### src/sv/assert_macros.svh
// Assertion macros used by the codec top level
`ifndef ASSERT_MACROS_SVH
`define ASSERT_MACROS_SVH

// Same-cycle implication, disabled while in reset
`define ASSERT_IMPLIES(label, clk, rst, ante, cons) \
  label: assert property (@(posedge clk) disable iff (rst) (ante) |-> cons) \
    else $error("implication check failed");

// Next-cycle implication, disabled while in reset
`define ASSERT_NEXT(label, clk, rst, ante, cons) \
  label: assert property (@(posedge clk) disable iff (rst) (ante) |=> cons) \
    else $error("next-cycle check failed");

`endif

### src/sv/hsc_pkg.sv
// Types, constants and bit-mapping functions of the Hamming SEC codec
`timescale 1ns / 1ps
package hsc_pkg;

  localparam int WORD_W          = 63;
  localparam int SYN_W           = 6;
  localparam int PAR_W           = 3;
  localparam int MAX_PARITY_BITS = 6;
  localparam int MIN_PARITY_BITS = 2;

  typedef logic [WORD_W-1:0] word_t;
  typedef logic [SYN_W-1:0]  syn_t;
  typedef logic [PAR_W-1:0]  par_t;

  typedef enum logic {
    REQ_ENCODE = 1'b0,
    REQ_DECODE = 1'b1
  } req_t;

  typedef struct packed {
    logic valid;
    req_t req_type;
  } ctl_t;

  function automatic logic is_pow2(int p);
    return (p & (p - 1)) == 0;
  endfunction

  // Place data bits, in order, at the non-parity positions
  function automatic word_t scatter(word_t data);
    word_t w;
    int    d;
    w = '0;
    d = 0;
    for (int p = 1; p <= WORD_W; p++) begin
      if (!is_pow2(p)) begin
        w[p-1] = data[d];
        d++;
      end
    end
    return w;
  endfunction

  // Collect the non-parity positions into the low bits
  function automatic word_t gather(word_t w);
    word_t data;
    int    d;
    data = '0;
    d    = 0;
    for (int p = 1; p <= WORD_W; p++) begin
      if (!is_pow2(p)) begin
        data[d] = w[p-1];
        d++;
      end
    end
    return data;
  endfunction

  function automatic word_t cover_mask(int j);
    word_t m;
    m = '0;
    for (int p = 1; p <= WORD_W; p++) begin
      m[p-1] = ((p >> j) & 1) != 0;
    end
    return m;
  endfunction

  function automatic syn_t syndrome(word_t w);
    syn_t s;
    for (int j = 0; j < SYN_W; j++) begin
      s[j] = ^(w & cover_mask(j));
    end
    return s;
  endfunction

  function automatic par_t eff_r(par_t r);
    par_t e;
    e = r;
    if (r < par_t'(MIN_PARITY_BITS)) e = par_t'(MIN_PARITY_BITS);
    if (r > par_t'(MAX_PARITY_BITS)) e = par_t'(MAX_PARITY_BITS);
    return e;
  endfunction

  function automatic word_t low_mask(int len);
    word_t m;
    for (int i = 0; i < WORD_W; i++) begin
      m[i] = i < len;
    end
    return m;
  endfunction

  function automatic word_t code_mask(par_t r);
    int n;
    n = (1 << r) - 1;
    return low_mask(n);
  endfunction

  function automatic word_t data_mask(par_t r);
    int k;
    k = (1 << r) - 1 - int'(r);
    return low_mask(k);
  endfunction

endpackage

### src/sv/hsc_syn_stage.sv
// Syndrome stage: XOR trees over the positioned word
`timescale 1ns / 1ps
module hsc_syn_stage
  import hsc_pkg::*;
(
  input  logic  clk,
  input  logic  rst,
  input  ctl_t  ctl_in,
  input  word_t word_in,
  output ctl_t  ctl_out,
  output word_t word_out,
  output syn_t  syn_out
);

  always_ff @(posedge clk) begin
    if (rst) begin
      ctl_out.valid <= 1'b0;
    end else begin
      ctl_out.valid <= ctl_in.valid;
    end
    ctl_out.req_type <= ctl_in.req_type;
    word_out         <= word_in;
    syn_out          <= syndrome(word_in);
  end

endmodule

### src/sv/hsc_out_stage.sv
// Result stage: insert parity or correct and extract data
`timescale 1ns / 1ps
module hsc_out_stage
  import hsc_pkg::*;
(
  input  logic  clk,
  input  logic  rst,
  input  ctl_t  ctl_in,
  input  word_t word_in,
  input  syn_t  syn_in,
  output logic  done,
  output word_t out_word,
  output logic  corrected
);

  word_t enc_word;
  word_t flip;
  word_t dec_word;
  logic  syn_nz;

  always_comb begin
    enc_word = word_in;
    for (int j = 0; j < SYN_W; j++) begin
      enc_word[(1 << j) - 1] = syn_in[j];
    end
    syn_nz   = syn_in != '0;
    flip     = syn_nz ? (word_t'(1) << (syn_in - syn_t'(1))) : '0;
    dec_word = gather(word_in ^ flip);
  end

  always_ff @(posedge clk) begin
    if (rst) begin
      done <= 1'b0;
    end else begin
      done <= ctl_in.valid;
    end
    if (ctl_in.req_type == REQ_DECODE) begin
      out_word  <= dec_word;
      corrected <= syn_nz;
    end else begin
      out_word  <= enc_word;
      corrected <= 1'b0;
    end
  end

endmodule

### src/sv/hamming_sec_codec_core.sv
// Top level of the configurable Hamming single-error-correcting codec
// Usage:
//   Request channel: raise start with req_type and in_word; the request is
//   taken at a rising edge where start is high and busy is low. busy is
//   high only while rst is asserted, so one request can enter every cycle.
//   req_type encode places the low k data bits around the parity positions;
//   decode corrects a single flipped bit and returns the data bits.
//   Result channel: done pulses for one cycle with out_word and corrected.
//   done follows the edge that takes the request through the input
//   register, the syndrome stage and the result stage. Throughput is
//   one request per cycle, set by a three-stage pipeline (positioning and
//   masking, syndrome trees, parity insertion or correction and extraction).
//   The receiver cannot stall; results are never held back.
//   Configuration: cfg_we with cfg_wdata writes the parity count r; write
//   it only while no request is in flight. Values below 2 act as 2 and
//   above 6 as 6; code length is 2^r-1, data capacity 2^r-1-r.
//   Reset: synchronous rst drops requests in flight and sets r to 6.
`timescale 1ns / 1ps
`include "assert_macros.svh"
module hamming_sec_codec_core
  import hsc_pkg::*;
(
  input  logic              clk,
  input  logic              rst,
  input  logic              start,
  output logic              busy,
  input  logic              req_type,
  input  logic [WORD_W-1:0] in_word,
  input  logic              cfg_we,
  input  logic [PAR_W-1:0]  cfg_wdata,
  output logic              done,
  output logic [WORD_W-1:0] out_word,
  output logic              corrected
);

  par_t  parity_bits;
  par_t  r_eff;
  logic  accept;
  ctl_t  ctl1;
  word_t word1;
  ctl_t  ctl2;
  word_t word2;
  syn_t  syn2;

  assign busy   = rst;
  assign accept = start && !busy;
  assign r_eff  = eff_r(parity_bits);

  always_ff @(posedge clk) begin
    if (rst) begin
      parity_bits <= par_t'(MAX_PARITY_BITS);
    end else if (cfg_we) begin
      parity_bits <= cfg_wdata;
    end
  end

  always_ff @(posedge clk) begin
    if (rst) begin
      ctl1.valid <= 1'b0;
    end else begin
      ctl1.valid <= accept;
    end
    ctl1.req_type <= req_t'(req_type);
    if (req_type == REQ_DECODE) begin
      word1 <= in_word & code_mask(r_eff);
    end else begin
      word1 <= scatter(in_word & data_mask(r_eff));
    end
  end

  hsc_syn_stage u_syn (
    .clk      (clk),
    .rst      (rst),
    .ctl_in   (ctl1),
    .word_in  (word1),
    .ctl_out  (ctl2),
    .word_out (word2),
    .syn_out  (syn2)
  );

  hsc_out_stage u_out (
    .clk       (clk),
    .rst       (rst),
    .ctl_in    (ctl2),
    .word_in   (word2),
    .syn_in    (syn2),
    .done      (done),
    .out_word  (out_word),
    .corrected (corrected)
  );

  `ASSERT_IMPLIES(a_latency, clk, rst, accept, ##3 done)
  `ASSERT_IMPLIES(a_no_spurious, clk, rst, done, $past(accept, 3))
  `ASSERT_NEXT(a_corr_decode, clk, rst, ctl2.valid && ctl2.req_type == REQ_ENCODE, !corrected)
  `ASSERT_IMPLIES(a_dec_width, clk, rst, done && corrected, out_word[WORD_W-1:WORD_W-SYN_W] == '0)

endmodule
### config.mk
export PLATFORM = sky130hd
export DESIGN_NAME = hamming_sec_codec_core
export DESIGN_NICKNAME = d
export VERILOG_FILES = /design/src/sv/hsc_pkg.sv /design/src/sv/hsc_syn_stage.sv /design/src/sv/hsc_out_stage.sv /design/src/sv/hamming_sec_codec_core.sv
export VERILOG_INCLUDE_DIRS = /design/src /design/src/sv
export SDC_FILE = /design/constraint.sdc
export NUM_CORES = 1
export LEC_CHECK = 0
export ABC_AREA = 1
export BUFFER_PORTS_ARGS = -buffer_cell sky130_fd_sc_hd__buf_4
export CAP_MARGIN = 20
export CORE_ASPECT_RATIO = 0.75
export CORE_MARGIN = 1
export CORE_UTILIZATION = 55
export CTS_BUF_LIST = sky130_fd_sc_hd__clkbuf_4
export DETAILED_ROUTE_END_ITERATION = 8
export PLACE_DENSITY_LB_ADDON = 0.25
export SYNTH_ARGS = -nofsm -noshare
export SYNTH_HDL_FRONTEND = slang
export SYNTH_SLANG_ARGS = --single-unit
export TNS_END_PERCENT = 1
### constraint.sdc
create_clock -name clk -period 2.7 [get_ports clk]
set_input_delay 0.27 -clock clk [delete_from_list [all_inputs] [get_ports clk]]
set_output_delay 0.27 -clock clk [all_outputs]
set_load 0.01 [all_outputs]
* Yosys cells after proc, flatten, opt, wreduce, memory -nomap -nowiden
Index checks and enable logic that the tools add are counted.
Storage, ports and cells: flip-flop bits (word level) 204, logic and storage cells 498
Operators by class: $add $sub $neg 58, order comparisons 184, shift-type cells 2, multiplexer cells 229, bitwise gates (word level) 3, reductions and logical operators 9
Operators by type and width (number):
- 7-bit by 32-bit less-than comparator with 1-bit output, first input constant | 62
- 32-bit by 8-bit less-than comparator with 1-bit output, second input constant | 56
- 32-bit 2-to-1 mux | 56
- 32-bit by 2-bit adder with 32-bit output, second input constant | 55
- 6-bit by 32-bit less-than comparator with 1-bit output, first input constant | 32
- 5-bit by 32-bit less-than comparator with 1-bit output, first input constant | 16
- 63-bit XOR reduction | 6
- 1-bit binary-select mux with 6-bit select | 56
- 4-bit by 32-bit less-than comparator with 1-bit output, first input constant | 8
- 3-bit by 32-bit less-than comparator with 1-bit output, first input constant | 4
- 63-bit bitwise AND | 2
- 63-bit 2-to-1 mux | 2
- 1-bit 2-to-1 mux | 112
- 1-bit by 32-bit less-than comparator with 1-bit output, first input constant | 2
- 2-bit by 32-bit less-than comparator with 1-bit output, first input constant | 2
- 1-bit by 6-bit << shifter with 63-bit output, first input constant | 1
- 63-bit bitwise XOR | 1
- 57-bit 2-to-1 mux | 1
- 1-bit by 3-bit << shifter with 32-bit output, first input constant | 1
- 32-bit by 2-bit subtractor with 32-bit output, second input constant | 1
- 32-bit by 4-bit subtractor with 32-bit output | 1
- 3-bit 2-to-1 mux | 2
- 6-bit nonzero test | 1
- 6-bit by 1-bit subtractor with 6-bit output, second input constant | 1
- other kinds (4) | 4

* Logic depth before layout (Yosys ltp)
Gate-level depths: netlist (run 1).
word-level depth 115, mapped depth 15, depth with buffers taken out 15

* Modules after synthesis
From an unflattened synthesis (run 1), not the netlist that was laid out.
Unflattened totals: cells, all modules 1554, area, all modules 10415.0 µm²
By module, submodules not included:
- hsc_syn_stage | times used 1, cells each 619, area an instance 4020.1 µm², sequential area each 1421.4 µm²
- hsc_out_stage | times used 1, cells each 539, area an instance 3465.8 µm², sequential area each 1301.2 µm²
- hamming_sec_codec_core | times used 1, cells each 396, area an instance 2929.1 µm², sequential area each 1361.3 µm²

* Worst setup path after synthesis (run 1)
OpenSTA, ideal clock, no wires.
path type reg2reg, start point register parity_bits[1], end point register word1[9], setup time 0.060 ns, arrival 1.944 ns, data required time 2.640 ns, setup slack 0.696 ns, cell stages (with the launch flop) 12, buffers on the path 0, cells stage by stage dfxtp_1 -> a21oi_1 -> or2_2 -> nand2_1 -> ha_1 -> nor3_2 -> nand2_1 -> nand3b_4 -> nor2_4 -> nor2_2 -> nand3_1 -> nand2_1
Between the ends: cells in the longest elaborated chain, start to end 12, elaborated cells on any way between the ends 77, those cells by class add/sub (2); order compare (66); shift (1); mux (6); bitwise (2)
RTL lines:
- start: declaration | line hamming_sec_codec_core.sv:36 | par_t parity_bits;
- start signal: assignment | line hamming_sec_codec_core.sv:51 | parity_bits <= par_t'(MAX_PARITY_BITS);
- start signal: assignment | line hamming_sec_codec_core.sv:53 | parity_bits <= cfg_wdata;
- 3-bit by 2-bit less-than comparator with 1-bit output | line hsc_pkg.sv:79 | if (r < par_t'(MIN_PARITY_BITS)) e = par_t'(MIN_PARITY_BITS);
- 3-bit 2-to-1 mux | line hsc_pkg.sv:79
- 3-bit 2-to-1 mux * | line hsc_pkg.sv:80 | if (r > par_t'(MAX_PARITY_BITS)) e = par_t'(MAX_PARITY_BITS);
- 1-bit by 3-bit << shifter with 32-bit output | line hsc_pkg.sv:94, hsc_pkg.sv:100
- 32-bit by 2-bit subtractor with 32-bit output | line hsc_pkg.sv:94, hsc_pkg.sv:100
- 32-bit by 4-bit subtractor with 32-bit output | line hsc_pkg.sv:100 | k = (1 << r) - 1 - int'(r);
- 1-bit by 32-bit less-than comparator with 1-bit output, or another cell as far along | line hsc_pkg.sv:87 | m[i] = i < len;
- 63-bit bitwise AND | line hamming_sec_codec_core.sv:67 | word1 <= scatter(in_word & data_mask(r_eff));
- 1-bit binary-select mux with 6-bit select | line hsc_pkg.sv:37 | w[p-1] = data[d];
- 1-bit 2-to-1 mux (implied by the code) (2 in a row) | line hsc_pkg.sv:37
- 63-bit 2-to-1 mux * | line hamming_sec_codec_core.sv:64 | if (req_type == REQ_DECODE) begin
- end signal: assignment | line hamming_sec_codec_core.sv:65 | word1 <= in_word & code_mask(r_eff);
- end signal: assignment | line hamming_sec_codec_core.sv:67
- end: declaration | line hamming_sec_codec_core.sv:40 | word_t word1;
Mark *: on every way between the ends. The rest lies on a longest branch, timed or not. The select of a mux whose other input is x is not followed. A chain may end at the register's enable or synchronous reset.

* Final worst setup path (run 1)
start point register parity_bits[1], end point register word1[20]
The elaborated chain is that of the path after synthesis.

==> results of run 1 <==
==> flip-flops by register name, indices dropped and copies added, names as in the netlist <==
register,cells
ctl1,2
parity_bits,3
u_out.corrected,1
u_out.done,1
u_out.out_word,63
u_syn.ctl_out,2
u_syn.syn_out,6
u_syn.word_out,57
word1,63
==> area by class of cell <==
cell class / instances / area [um2]
Antenna cell: 1 / 2.50
Clock inverter: 15 / 179
Sequential cell: 198 / 3970
Clock buffer: 17 / 128
Timing Repair Buffer: 230 / 1930
Fill cell: 1349 / 4650
Multi-Input combinational cell: 923 / 4700
Inverter: 132 / 498
Tap cell: 210 / 263
==> Yosys cell counts, types with 5 or more instances <==
cell type	n
o21ai_0	52
ha_1	7
clkbuf_1	26
buf_4	5
nand2_1	398
nor3_1	13
nor2_2	7
nand4_1	8
a211oi_1	7
o21ai_1	22
o211ai_1	6
a31oi_1	5
nand3_1	79
xnor2_1	70
inv_1	127
xor2_1	57
nand3b_1	11
nor2_1	112
a21oi_1	26
dfxtp_1	198
==> worst max-delay path by stage <==
stage,cells after the start,end,from
after CTS,8,word1[20],parity_bits[2]
after floorplan,11,word1[9],parity_bits[1]
final,8,word1[20],parity_bits[1]
after detailed placement,11,word1[13],parity_bits[2]
after global placement,11,word1[11],parity_bits[2]
after global routing,8,word1[20],parity_bits[1]
==> repair_timing <==
action                     4_1_cts  5_1_grt
hold endpoints to repair        69        0
setup endpoints to repair        0        1
hold buffers                    83        0
gates resized for setup          0        1
==> report_power, final <==
part	total, mW	switching [mW]	internal, mW
clock	1.65	1.13	0.516
combinational	3.12	1.91	1.21
sequential	3.72	0.408	3.32
==> metrics by stage <==
step	cell area (um2)	setup slack, ns
finish	11700	0.246
global route	11700	0.0856
CTS	11700	0.141
detailed placement	10500	0.316
global placement	10500	0.371
floorplan	9370	0.696
==> critical path, delay by kind of cell, from the launching register on <==
| family | cells | cell delay (ns) |
|---|---|---|
| buffers and inverters | 1 | 0.56 |
| flip-flops | 1 | 0.51 |
| AO/OA/AOI/OAI | 2 | 0.26 |
| adder cells (fa/ha/maj) | 1 | 0.24 |
| AND/OR/NAND/NOR | 4 | 0.78 |
==> kinds of logic after synthesis <==
logic type / count (synthesis) / share of synthesized area (%)
buf+inv: 174 / 7.56
compound gates: 127 / 7.41
fa+ha+maj: 7 / 0.939
xor+xnor: 127 / 11.9
other cells: 2 / 0.0805
simple gates: 651 / 29.6
flops: 198 / 42.5
==> metal layers <==
| layer | global-route usage (%) | part of all wire [%] | vias to the layer above |
|---|---|---|---|
| li1 | - | - | 4430 |
| met1 | 44.6 | 46 | 3930 |
| met2 | 52.0 | 43 | 440 |
| met3 | 7.39 | 8.7 | 49 |
| met4 | 10.1 | 2.3 | 0 |
| met5 | 0 | 0 | - |
==> metrics.txt, run 1 <==
max-cap viol count 0; Total Power 8.49 mW; Port Buf Inserts 136; worst reg2reg path endpoint word1[20]; Post-synth EDFFs 0; Netlist cell types 40; initial DRC count 980; outcome finished with violations; CP Cell Sequence a21oi_1 -> or2_2 -> nand2_1 -> ha_1 -> nor3_2 -> nor3_2 -> o21ai_0 -> dlygate4sd3_1; fin util 71.5%; TritonCTS Sinks 198; io pins 137; share of cells above drive strength 1 13.9%; root buffer cell clkbuf_4; number of nets with antenna violations after routing 0; final worst path period share 90.9%; number of H-tree levels 4; Max transition margin 58.3%; die width 152 um; global-route wire length before repair 43600 um; die height 115 um; # Post-CTS Setup Buffers 0; Fin Setup TNS 0 ns; CP endpoint kind flip-flop; reg2reg start parity_bits[1]; cell area after synthesis 9330 um2; failing checks design-rule violations; final max-slew violation count 0; Area Overhead vs Synth 25.0%; Initial Utilization 57.2%; RSZ-0062 raised after global routing false; startpoint type of the worst setup path flip-flop; Post-Synthesis Cells 1286; synth top area cells dfxtp_1 42%, nand2_1 16%, xnor2_1 6.6%; Crit Path Category flip-flop to flip-flop; Crit path required time 3.21 ns; Worst-Margin Slew 0.624 ns; grt ovf 0; area of the core 16300 um2; HP Class flip-flop to flip-flop; Syn Area/Cell 7.26 um2; slowest stage delay, CP 0.56 ns; Worst-path clk slew 0.17 ns; Remaining DRCs 12; largest net degree at the start of global routing 42; final setup violation count 0; Cells after DPL 1610; Clock Skew 0.0248 ns; Max Freq 407 MHz; fin nets 1580; R2R setup slack 0.25 ns; drt pass-1 iters 8; hold_ws 0.353 ns; most common cell after layout, fill and taps aside nand2_1; GRT Total Usage 32.7%; clk_lat worst skew 0.61 ns; Crit Path Max Fanout 7; vias in the first global route 8172; Yosys top cell area share 42.5%; final wirelength 28000 um; hold path depth 0; Die Area 17500 um2; Tmin final 2.45 ns; hpwl dp 20600 um; CTS tree built; DR vias/cell 5.13; wire per inst 16.2 um; Hold EP u_syn.ctl_out[0]; ys flop type dfxtp_1; cells on worst reg2reg path 8; Seq/Total Area, Yosys 42.5%; Final Hold Fails 0; Synth Register Bits 198; leak pwr 5.59 nW; most frequent cells in the layout 398 x nand2_1, 197 x dfxtp_1, 147 x buf_4, 126 x inv_1, 112 x nor2_1; CP arrival 2.96 ns; Worst Min Path Start ctl1[0]; Most common cell on crit path nor3_2; final cell count without fillers 1726; antenna violations before repair 1; share of flip-flops with an asynchronous set or reset 0%; row count 40; number of synthesis warnings 0; PwrDens 728 nW/um2; RePlAce Congestion 0.990; Max VDD drop 347 uV; slowest stage cell, crit path dlygate4sd3_1; Max Root-Sink Buffers 2; via count 8849; TritonCTS buffer count 17; Yosys top cell by area dfxtp_1
(Power assumes the default switching activity.)
==> run 2: changes to the inputs <==
Clock period 2.7 ns to 2.4 ns, I/O delays scaled along.
==> run 2 against run 1 <==
The flow still finishes with violations (design-rule violations). Sequential share of layout area is 0.37 points lower. Die area stayed put. Clock-buffer cell count stayed put. Design area is 1.1% higher. Critical path type unchanged. Largest cell class unchanged. Register-to-register slack worse by 0.13 ns. Maximum frequency is 7.4% higher. Sequential power is 11% higher. First-iteration DRC count is 11% lower. Non-clock buffer count is 7 higher. Highest routed layer unchanged. Combinational power is 16% higher. Global-route usage is 0.62 points lower.
==> metrics.txt, run 2 (same netlist as run 1, synthesis figures left out) <==
outcome finished with violations; failing checks design-rule violations; leak pwr 5.64 nW (+0.96%); Max VDD drop 508 uV (+46%); sequential share of power 42.4% (-1.4 points); startpoint type of the worst setup path flip-flop; Comb power frac 37.3% (+0.5 points); final setup violation count 0 (unchanged); reg2reg start parity_bits[0]; share of cells above drive strength 1 14.5% (+0.59 points); Max Root-Sink Buffers 2 (unchanged); cells on worst reg2reg path 8 (unchanged); Total Power 9.74 mW (+15%); via count 8899 (+0.57%); final cell count without fillers 1732 (+0.35%); GRT Total Usage 32.1% (-0.62 points); CP endpoint kind flip-flop; most common cell after layout, fill and taps aside nand2_1; Crit Path Category flip-flop to flip-flop; number of H-tree levels 4 (unchanged); HP Class input pin to flip-flop; most frequent cells in the layout 398 x nand2_1, 198 x dfxtp_1, 153 x buf_4, 125 x inv_1, 112 x nor2_1; TritonCTS Sinks 198 (unchanged); final max-slew violation count 0 (unchanged); Initial Utilization 57.2% (unchanged); CTS tree built; Critical Path End word1[20]; Crit path required time 2.95 ns (-0.26 ns); Cells after DPL 1614 (+0.25%); root buffer cell clkbuf_4; Net Sw Frac 40.8% (+0.15 points); Area Overhead vs Synth 26.4%; TritonCTS buffer count 17 (unchanged); Port Buf Inserts 136 (unchanged); largest net degree at the start of global routing 64 (+52%); grt ovf 0 (unchanged); vias in the first global route 8035 (-1.7%); antenna violations before repair 0 (-1); wire per inst 15.8 um (-2.4%); fin nets 1587 (+0.44%); Final Hold Fails 0 (unchanged); Die Area 17500 um2 (unchanged); DR vias/cell 5.14 (+0.22%); Setup crit start parity_bits[0]; Worst-path clk slew 0.19 ns (+0.02 ns); Max Freq 438 MHz (+7.4%); PwrDens 826 nW/um2 (+13%); row count 40 (unchanged); Pint 5.77 mW (+14%); die height 115 um (unchanged); n_diodes 0 (-1); R2R setup slack 0.12 ns (-0.13 ns); sw power 3.97 mW (+15%); Regs by FF count u_out.out_word (63), word1 (63), u_syn.word_out (57); die width 152 um (unchanged); worst reg2reg path endpoint word1[20]; hpwl dp 20400 um (-1.2%); Clk network pwr share 20.3% (+0.9 points); RSZ-0062 raised after global routing false; final worst path period share 95.2% (+4.3 points); Worst Min Path Start req_type; Crit Path Max Fanout 5 (-2); CP arrival 2.84 ns (-0.12 ns); RePlAce Congestion 0.947 (-4.4%); final wirelength 27400 um (-2.1%); area of the core 16300 um2 (unchanged); Fin Setup TNS 0 ns (unchanged); global-route wire length before repair 42900 um (-1.7%); max-cap viol count 0 (unchanged); io pins 137 (unchanged); Clock Skew 0.0318 ns (+0.00708 ns); fillers 1258 (-6.7%); clk_lat worst skew 0.62 ns (about the same); Remaining DRCs 12 (unchanged); Tmin final 2.28 ns (-0.170 ns); number of nets with antenna violations after routing 0 (unchanged); drt pass-1 iters 9 (+1); initial DRC count 872 (-11%)
run 2: cell types whose count changed in the layout (fill, tap and decap cells not counted), sizes merged:
cell / delta
diode: -1
buf: +7
run 2: worst min path at each step:
stage / slack, ns / cells past startpoint / endpoint
2_1_floorplan: 0.27 / 0 / ctl1[0]
3_3_place_gp: 0.31 / 0 / u_syn.ctl_out[0]
3_5_place_dp: 0.32 / 0 / u_syn.ctl_out[0]
4_1_cts: 0.03 / 2 / ctl1[0]
5_1_grt: 0.05 / 2 / ctl1[0]
6_report: 0.08 / 2 / ctl1[0]
run 2: area by class of cell:
cell class	count	area, um2	share of cell area (%)
tap	210	263	2.23
timing repair buffer	237	2000	17.0
clock buffer	17	128	1.08
multi-input combinational	923	4720	40.1
sequential	198	3960	33.6
clock inverter	15	213	1.80
inverter	132	502	4.26
run 2: layer usage:
| layer | GRT usage [%] | wire length, um |
|---|---|---|
| met2 | 50.0 | 11700 |
| met5 | 0 | 0 |
| met1 | 46.0 | 13000 |
| met4 | 7.21 | 361 |
| met3 | 6.29 | 2370 |
run 2: critical path, stage by stage (launching register included):
cell and delay [ns]:
dfxtp_1 0.45, a21oi_2 0.09, or2_2 0.29, nand2_1 0.07
ha_2 0.31, nor3_4 0.22, nor3_4 0.09, o21ai_0 0.15
dlygate4sd3_1 0.56
run 2: power by group through the flow:
stage                     logic, mW  clock network (mW)  registers (mW)
after CTS                      3.56                2.00            4.11
after global routing           4.00                2.16            4.17
after global placement         3.38                   0            4.17
after floorplan                2.37                   0            4.13
final                          3.63                1.98            4.13
after detailed placement       3.42                   0            4.19
run 2: repair_timing:
item                       in CTS  in global routing
setup buffers                   0                  3
gates resized for setup         0                  6
hold buffers                   83                  0
hold endpoints to repair       69                  0
setup endpoints to repair       0                  1
run 2: through the flow:
step	setup WS [ns]	hold slack, ns	area [um2]	util, %
3_3_place_gp	0.340	0.315	10600	64.8
3_5_place_dp	0.312	0.321	10600	64.8
4_1_cts	0.0942	0.0290	11700	71.9
5_1_grt	0.00334	0.0450	11800	72.3
6_report	0.116	0.0752	11800	72.3
2_1_floorplan	0.396	0.268	9370	-
==> run 3: changes to the inputs <==
Settings changed: SYNTH_HIERARCHICAL set to 1.
==> run 3 against run 2 <==
The flow now finishes without violations. Total power grew 2.7%. Register-to-register slack lost 0.08 ns. Hold slack gained 0.26 ns. First-iteration DRC count grew 35%. Utilization shrank 1.4 points. Maximum frequency shrank 3.4%. Via count grew 20%. Sequential share of layout area shrank 2.4 points. Worst setup slack lost 0.080 ns. Die area grew 10%. Largest cell class unchanged.
==> metrics.txt, run 3 <==
outcome complete, no violations; TritonCTS buffer count 17 (unchanged); CTS tree built; Max Freq 423 MHz (-3.4%); R2R setup slack 0.04 ns (-0.08 ns); cell area after synthesis 10300 um2 (+10%); max-cap viol count 0 (unchanged); Crit Path Max Fanout 22 (+17); io pins 137 (unchanged); startpoint type of the worst setup path flip-flop; Max transition margin 50.6%; root buffer cell clkbuf_4; share of cells above drive strength 1 14.3% (-0.16 points); hold path depth 0 (-2); most common cell after layout, fill and taps aside nand2_1; hold_ws 0.337 ns (+0.262 ns); TritonCTS Sinks 198 (unchanged); clk_lat worst skew 0.59 ns (-0.03 ns); multi-input logic area 5470 um2 (+16%); RePlAce Congestion 0.994 (+5.0%); Hold EP u_syn/ctl_out[0]; reg2reg start parity_bits[2]; Post-Synthesis Cells 1548 (+20%); PwrDens 785 nW/um2 (-4.9%); final wirelength 30300 um (+11%); GRT Total Usage 31.7% (-0.34 points); drt pass-1 iters 9 (unchanged); number of synthesis warnings 6 (+6); HP Class flip-flop to flip-flop; Syn Area/Cell 6.65 um2 (-8.3%); Area Overhead vs Synth 23.7%; leak pwr 6.51 nW (+15%); hpwl dp 22800 um (+12%); most frequent cells in the layout 585 x nand2_1, 195 x dfxtp_1, 164 x nand3_1, 158 x inv_1, 152 x buf_4; Max VDD drop 370 uV (-27%); area of the core 18000 um2 (+10%); die height 120 um (+4.9%); n_diodes 0 (unchanged); Worst-Margin Slew 0.741 ns; Regs by FF count u_out/out_word (63), word1 (63), u_syn/word_out (57); Clock Skew 0.0224 ns (-0.00943 ns); DR vias/cell 5.28 (+2.7%); CP endpoint kind flip-flop; Port Buf Inserts 136 (unchanged); fin nets 1843 (+16%); row count 42 (+5.0%); Crit path required time 2.90 ns (-0.05 ns); Initial Utilization 57.3% (+0.089 points); Remaining DRCs 0 (-12); wire per inst 15.0 um (-5.0%); Total Power 10.0 mW (+2.7%); fillers 1497 (+19%); largest net degree at the start of global routing 74 (+16%); vias in the first global route 9378 (+17%); final setup violation count 0 (unchanged); Crit Path Category flip-flop to flip-flop; grt ovf 0 (unchanged); die width 160 um (+5.0%); antenna violations before repair 1 (+1); Max Root-Sink Buffers 2 (unchanged); via count 10.7k (+20%); Register Area 3970 um2 (+0.16%); Die Area 19300 um2 (+10%); Worst-path clk slew 0.17 ns (-0.02 ns); Worst Min Path Start ctl1[0]; Final Hold Fails 0 (unchanged); Tmin final 2.36 ns (+0.0804 ns); CP arrival 2.86 ns (+0.02 ns); worst reg2reg path endpoint word1[8]; final worst path period share 98.5% (+3.4 points); global-route wire length before repair 47700 um (+11%); final max-slew violation count 0 (unchanged); number of nets with antenna violations after routing 0 (unchanged); initial DRC count 1181 (+35%); number of H-tree levels 4 (unchanged); cells on worst reg2reg path 11 (+3)
==> run 3: changes by cell type in the layout (fill, tap and decap cells not counted), moves of 10 or more <==
cell	delta
xnor2_1	-25
nand3_1	+85
nand2_1	+187
inv_1	+33
inv_2	+11
nand3b_1	-10
nor2_1	-25
nand4_1	+32
xor2_1	-28
nand2_2	+15
o21ai_0	-10
o21ai_1	-14
==> run 3: worst max-delay path, cell delays in order, from the launching register on <==
cell and delay, ns:
dfxtp_1 0.37, buf_4 0.19, nand2_2 0.12, buf_6 0.22
nand2_2 0.13, inv_2 0.08, nand2_1 0.12, nor2_4 0.23
nand2_1 0.10, nand3_1 0.08, nand2_1 0.07, dlygate4sd3_1 0.56
==> run 3: cell type report <==
cell class | count | share of cell area [%]
multi-input cells | 1130 | 42.9
flip-flops and latches | 198 | 31.2
repair buffers | 240 | 15.9
inverters | 177 | 5.27
well taps | 242 | 2.38
clock inverters | 13 | 1.21
clock buffers | 19 | 1.12
==> run 3: power breakdown <==
group          total, mW  switching (mW)  leakage, nW  internal [mW]
logic               3.99            2.57         4.69           1.43
registers           4.20           0.480         1.66           3.72
clock network       1.81            1.21        0.161          0.595
total               10.0            4.26         6.51           5.74
==> run 3: repair_timing <==
| item | CTS | global route |
|---|---|---|
| buffers inserted | 0 | 5 |
| gates resized for setup | 0 | 11 |
| endpoints found under the hold margin | 70 | 0 |
| hold buffers | 87 | 0 |
| setup endpoints to repair | 0 | 4 |
==> run 3: routing by layer <==
metal	share of wire (%)	GRT usage, %
met3	11	6.62
met1	45	45.9
met2	41	47.1
met4	2.4	10.1
met5	0.043	0
==> run 3: worst max path at each step <==
stage,start,end
global placement,u_syn/syn_out[2],u_out/out_word[17]
finish,parity_bits[2],word1[8]
CTS,parity_bits[1],word1[21]
global route,parity_bits[2],word1[8]
floorplan,parity_bits[2],word1[19]
detailed placement,u_syn/syn_out[3],u_out/out_word[17]
==> run 3: per-stage QoR <==
stage	setup TNS (ns)	cells	setup WS, ns	instance area, um2	utilization (%)
final	0	2019	0.0352	12700	70.8
after floorplan	0	1559	0.696	10300	-
after CTS	0	2014	0.0207	12700	70.4
after global routing	-0.0516	2019	-0.0281	12700	70.8
after detailed placement	0	1895	0.507	11500	63.9
after global placement	0	1895	0.474	11500	63.9
